$ cat config.mk
export PLATFORM = sky130hd
export DESIGN_NAME = gpco_ctrl
export DESIGN_NICKNAME = d
export VERILOG_FILES = /design/src/rtl/gpco_pkg.sv /design/src/rtl/gpco_ctrl.sv
export SDC_FILE = /design/constraint.sdc
export NUM_CORES = 1
export LEC_CHECK = 0
export BUFFER_PORTS_ARGS = -buffer_cell sky130_fd_sc_hd__clkbuf_2
export CAP_MARGIN = 20
export CORE_MARGIN = 2
export CORE_UTILIZATION = 38
export CTS_CLUSTER_SIZE = 10
export DETAILED_ROUTE_END_ITERATION = 6
export SLEW_MARGIN = 10
export SYNTH_ARGS = -nofsm -noshare
export SYNTH_HDL_FRONTEND = slang
export SYNTH_SLANG_ARGS = --single-unit
$ cat constraint.sdc
create_clock -name clk -period 2.1 [get_ports clk]
set_clock_uncertainty 0.1 [all_clocks]
set_input_delay 0.105 -clock clk [delete_from_list [all_inputs] [get_ports clk]]
set_output_delay 0.105 -clock clk [all_outputs]
set_load 0.02 [all_outputs]
$ cat src/rtl/gpco_pkg.sv
// Shared constants and control types for the greedy point chain ordering block.
`default_nettype none

package gpco_pkg;

  localparam int MAX_CONES   = 64;
  localparam int RESULT_CAP  = 64;
  localparam int IDX_W       = $clog2(MAX_CONES);
  localparam int CNT_W       = $clog2(MAX_CONES + 1);
  localparam int KCNT_W      = $clog2(RESULT_CAP + 1);
  localparam int COORD_W     = 16;
  localparam int OUT_IDX_W   = 6;
  localparam int ENTRY_W     = 3 * COORD_W;
  localparam int SQ_W        = 2 * COORD_W;
  localparam int DIST_W      = SQ_W + 1;

  typedef enum logic [1:0] {
    MODE_RANGE,
    MODE_DEDUP,
    MODE_NN
  } scan_mode_t;

  typedef struct packed {
    logic       scan_start;
    scan_mode_t mode;
    logic       take_best;
    logic       emit;
    logic       emit_last;
    logic       clear_set;
  } gpco_cmd_t;

  typedef struct packed {
    logic scan_done;
    logic append_ok;
    logic out_free;
  } gpco_stat_t;

endpackage

`default_nettype wire

$ cat src/rtl/gpco_ctrl.sv
// Controller state machine that sequences loading, scans and emission.
`default_nettype none

module gpco_ctrl (
  input  wire logic                 clk,
  input  wire logic                 rst,
  input  wire logic                 in_valid,
  input  wire logic                 in_last,
  output logic                      in_ready,
  input  wire gpco_pkg::gpco_stat_t stat,
  output gpco_pkg::gpco_cmd_t       cmd
);
  import gpco_pkg::*;

  typedef enum logic [2:0] {
    S_LOAD,
    S_RANGE,
    S_DEDUP,
    S_NN,
    S_EMIT
  } state_t;

  state_t    state, state_next;
  gpco_cmd_t cmd_next;
  logic      more, more_next;

  // The clear pulse resets the fill count, so no item is taken in that cycle.
  assign in_ready = (state == S_LOAD) && !cmd.clear_set;

  always_comb begin
    state_next = state;
    cmd_next   = '0;
    more_next  = more;
    case (state)
      S_LOAD: begin
        if (in_valid && in_ready && in_last) begin
          cmd_next.scan_start = 1'b1;
          cmd_next.mode       = MODE_RANGE;
          state_next          = S_RANGE;
        end
      end
      S_RANGE: begin
        if (stat.scan_done) begin
          cmd_next.take_best  = 1'b1;
          cmd_next.scan_start = 1'b1;
          cmd_next.mode       = MODE_DEDUP;
          state_next          = S_DEDUP;
        end
      end
      S_DEDUP: begin
        if (stat.scan_done) begin
          cmd_next.scan_start = 1'b1;
          cmd_next.mode       = MODE_NN;
          state_next          = S_NN;
        end
      end
      S_NN: begin
        if (stat.scan_done) begin
          more_next  = stat.append_ok;
          state_next = S_EMIT;
        end
      end
      S_EMIT: begin
        if (stat.out_free) begin
          cmd_next.emit      = 1'b1;
          cmd_next.emit_last = !more;
          if (more) begin
            cmd_next.take_best  = 1'b1;
            cmd_next.scan_start = 1'b1;
            cmd_next.mode       = MODE_NN;
            state_next          = S_NN;
          end else begin
            cmd_next.clear_set = 1'b1;
            state_next         = S_LOAD;
          end
        end
      end
      default: begin
        state_next = S_LOAD;
      end
    endcase
  end

  always_ff @(posedge clk) begin
    if (rst) begin
      state <= S_LOAD;
      cmd   <= '0;
      more  <= 1'b0;
    end else begin
      state <= state_next;
      cmd   <= cmd_next;
      more  <= more_next;
    end
  end

endmodule

`default_nettype wire

After elaboration in Yosys (flattened, before gate mapping)
Cells that the tools add are included.
{ "word_totals": {"ff_bits": 11, "out_inout_bits": 8, "elab_cells": 44} }
{ "op_classes": {"eq_ne": 9, "muxes": 15, "n_bitwise": 2, "reduce_logical": 10} }
{ "ops": {"columns": ["op", "count"], "rows": [
  ["$mux W3", 7],
  ["$pmux W3 S5", 1],
  ["$pmux W3 S4", 1],
  ["$mux W4", 2],
  ["$ne A2 B2 Y1 const B", 4],
  ["$mux W7", 1],
  ["$eq A3 B2 Y1 const B", 2],
  ["$reduce_and A5 Y1", 1],
  ["$eq A3 B1 Y1 const B", 1],
  ["$eq A3 B3 Y1 const B", 1],
  ["$logic_and A1 B1 Y1", 3],
  ["$logic_not A3 Y1", 1],
  ["$reduce_or A3 Y1", 1],
  ["$logic_not A1 Y1", 2],
  ["$mux W2", 1],
  ["$ne A2 B1 Y1 const B", 1],
  ["$not A1 Y1", 2],
  ["$pmux W1 S2", 1],
  ["$reduce_and A2 Y1", 1],
  ["$reduce_or A2 Y1", 1],
  ["$mux W1", 1]
]} }

Longest topological paths before layout
{ "logic_depth": {"word_depth": 6, "mapped_depth": 5, "depth_no_buf": 4} }

Worst setup path after synthesis
OpenSTA, ideal clock, no wires.
{ "synth_path": {"kind": "flip-flop to flip-flop", "from": "reg state[0]", "to": "reg state[1]", "setup_time_ps": 88, "arrival_time_ps": 1070, "required_time_ps": 1912, "setup_slack_ps": 842, "path_stages_with_launch": 6, "path_buffers": 1, "cell_sequence": "dfxtp_1 > or2_1 > buf_6 > a31oi_4 > nor2_1 > nor4_2"} }
{ "synth_between": {"elab_chain_len": 6, "elab_cells_between_ends": 15, "classes_between": "eq/ne (9); mux (1); reduce/logical (5)"} }
{ "synth_rtl": {"columns": ["item", "line_no", "rtl"], "rows": [
  ["from (decl)", "gpco_ctrl.sv:23", "state_t state, state_next;"],
  ["from (signal assigned)", "gpco_ctrl.sv:90", "state <= state_next;"],
  ["$logic_not A3 Y1", "gpco_ctrl.sv:28, gpco_ctrl.sv:34", null],
  ["$logic_and A1 B1 Y1", "gpco_ctrl.sv:28", "assign in_ready = (state == S_LOAD) && !cmd.clear_set;"],
  ["$logic_and A1 B1 Y1 (2 in a row)", "gpco_ctrl.sv:36", "if (in_valid && in_ready && in_last) begin"],
  ["$ne A2 B1 Y1 (no line)", null, null],
  ["$reduce_and A5 Y1 (no line)", null, null]
]} }
Parallel ways exist; a longest one is shown, timed or not.
A chain may end at the register's enable or synchronous reset.

Worst setup path in the final report
{ "layout_path": {"from": "reg state[0]", "to": "out in_ready"} }
{ "layout_between": {"elab_chain_len": 2} }
{ "layout_rtl": {"columns": ["item", "line_no", "rtl"], "rows": [
  ["$logic_not A3 Y1", "gpco_ctrl.sv:28", null],
  ["$logic_and A1 B1 Y1", "gpco_ctrl.sv:28", null],
  ["to (decl)", "gpco_ctrl.sv:9", "output logic in_ready,"]
]} }
No other way between the ends.

==> run metrics <==
Tot Pwr=0.000504 W; core footprint=0.00130 mm²; PnR worst setup slack=523 ps; cells after synthesis=61; crit path time final=1580 ps; routed vias=478; io pins=15; Synth top area share=38.3%; DP Area=574 µm²; cts bufs inserted=3; FP Rows=13; ranking of synthesized cells by area=dfxtp_1, nor2_1, nand2_1, nor4b_4, a31oi_4; GPL Wtd Cong=0.904; vias in the first global route=372; DRT iter0 DRCs=15; cts repair resizes=0; WL per Instance=11.4 µm; max cap viols=0; initial antenna violation count=0; CTS root buf=clkbuf_4; Final ANT Viol Nets=0; commonest cells after routing, fill and taps aside=clkbuf_2, dfxtp_1, nor2_1; Overall Global Routing Usage=15.0%; GRT overflow=0; Layout area overhead=18.7%; syn_area_per_cell=8.57 µm²; slew margin rel.=67.5%; Die W=41.1 µm; final setup vio count=0; Initial Utilization=40.2%; # port buffers=14; fin crit share=75.1%; Skew-Pair Late Insertion Delay=260 ps; fin area=621 µm²; startpoint types=flip-flop; layout cell share with drive strength beyond 1=28.4%; Post-Route WL=1020 µm; CTS Buffer Depth=2; fillers=130; placed cell count=84; Clk pin slew, worst setup/hold paths=60 ps; Worst EP required=1890 ps; hold_buf cts=1; Worst Hold Class=in -> reg; RSZ-0062 raised after global routing=false; Die ar.=0.00169 mm²; Worst Path Max Fanout=11; Avg Vias per Cell=5.37; WP data arrival=1370 ps; fin nets=82; Worst VDD drop=0.000474 V; critical path class=reg -> out; Worst-Margin Slew=481 ps; leakage=0.261 nW; Residual DRC=0; largest net degree at the start of global routing=12; CTS tree=built; power per cell area=811 mW/mm²; height of the die=41.1 µm; Hold Fails Final Rpt=0; Seq/Total Area, Yosys=38.3%; warnings from Yosys=0; Syn Nets=68; final std cells w/o fill=89; ant diodes=0; outcome=completed; leading area contributor after synthesis=dfxtp_1; CTS H-tree depth=1; Synth cell types=29; global-route wire length before repair=1600 µm; router iterations before antenna repair=4; synthesized cell area=523 µm²; Max Slew Vio Count=0; register bit total from synthesis=10; Post CTS Setup Buffer Count=0; Crit. End Element=primary output; clock sinks=10; most common cell after layout, fill and taps aside=clkbuf_2; dpl ws=630 ps; setup TNS=0 ps; Fmax=634 MHz; Final HPWL DP=782 µm
-- Yosys cell counts --
| library cell | count |
|---|---|
| a31oi_1 | 1 |
| nor4b_4 | 1 |
| a41oi_1 | 1 |
| nand2_1 | 7 |
| nand3_1 | 1 |
| nor3_1 | 4 |
| buf_6 | 1 |
| buf_2 | 2 |
| mux2i_1 | 1 |
| buf_4 | 1 |
| clkbuf_1 | 1 |
| a31oi_4 | 1 |
| clkbuf_2 | 1 |
| maj3_1 | 1 |
| nand4_1 | 1 |
| and2_1 | 1 |
| nor4b_1 | 1 |
| o211ai_1 | 1 |
| o31a_1 | 1 |
| a21oi_1 | 4 |
| o22a_1 | 1 |
| nor4_2 | 1 |
| dfxtp_1 | 10 |
| or2_1 | 1 |
| inv_1 | 2 |
| nor4_1 | 2 |
| nand2b_1 | 1 |
| nor2b_1 | 2 |
| nor2_1 | 8 |
-- cells by family after synthesis --
| family | synth area share (%) |
|---|---|
| simple gates | 33.7 |
| compound gates | 15.6 |
| fa+ha+maj | 1.91 |
| flops | 38.3 |
| buf+inv | 8.61 |
| mux | 1.91 |
-- through the flow --
step / util (%) / hold WS (ps)
after floorplan: - / 149
after global placement: 44.1 / 248
after detailed placement: 44.1 / 249
after CTS: 47.7 / 39.6
after global routing: 47.7 / 51.6
final: 47.7 / 40.5
-- registers in the layout, summed over array words and instances, names as in the netlist --
register  flops
cmd           6
state         3
more          1
-- layout make-up --
type / instances / area, µm² / share of cell area [%]
Multi-Input combinational cell: 43 / 278 / 44.8
Sequential cell: 10 / 200 / 32.3
Timing Repair Buffer: 15 / 80.1 / 12.9
Clock buffer: 4 / 36.3 / 5.85
Tap cell: 15 / 18.8 / 3.02
Inverter: 2 / 7.51 / 1.21
-- power breakdown --
part           switching [W]  internal (W)  total [W]
combinational      0.0000687     0.0000444   0.000113
clock              0.0000661      0.000105   0.000171
sequential         0.0000183      0.000201   0.000219
total               0.000153      0.000350   0.000504
-- routing by layer --
layer	wire (µm)	part of all wire [%]	vias to the layer above	track usage, %
li1	-	-	241	-
met1	479	47	217	21.6
met2	454	45	18	18.4
met3	65	6.4	2	9.78
met4	17	1.7	0	2.42
met5	0	0	-	0
-- critical path, stage by stage (launching register included) --
cell,delay (ps)
dfxtp_1,420
nor2_1,250
nand2_1,150
nor2_1,120
clkbuf_2,170
-- worst paths after layout --
check                           cells past startpoint  endpoint  slack, ps  startpoint
worst max-delay path                                4  in_ready        520    state[0]
worst min-delay path                                2  state[0]         40         rst
worst max register to register                      4  state[1]        630    state[0]
worst min register to register                      1    cmd[0]        440        more
No activity file was read; power rests on OpenSTA's default activity.
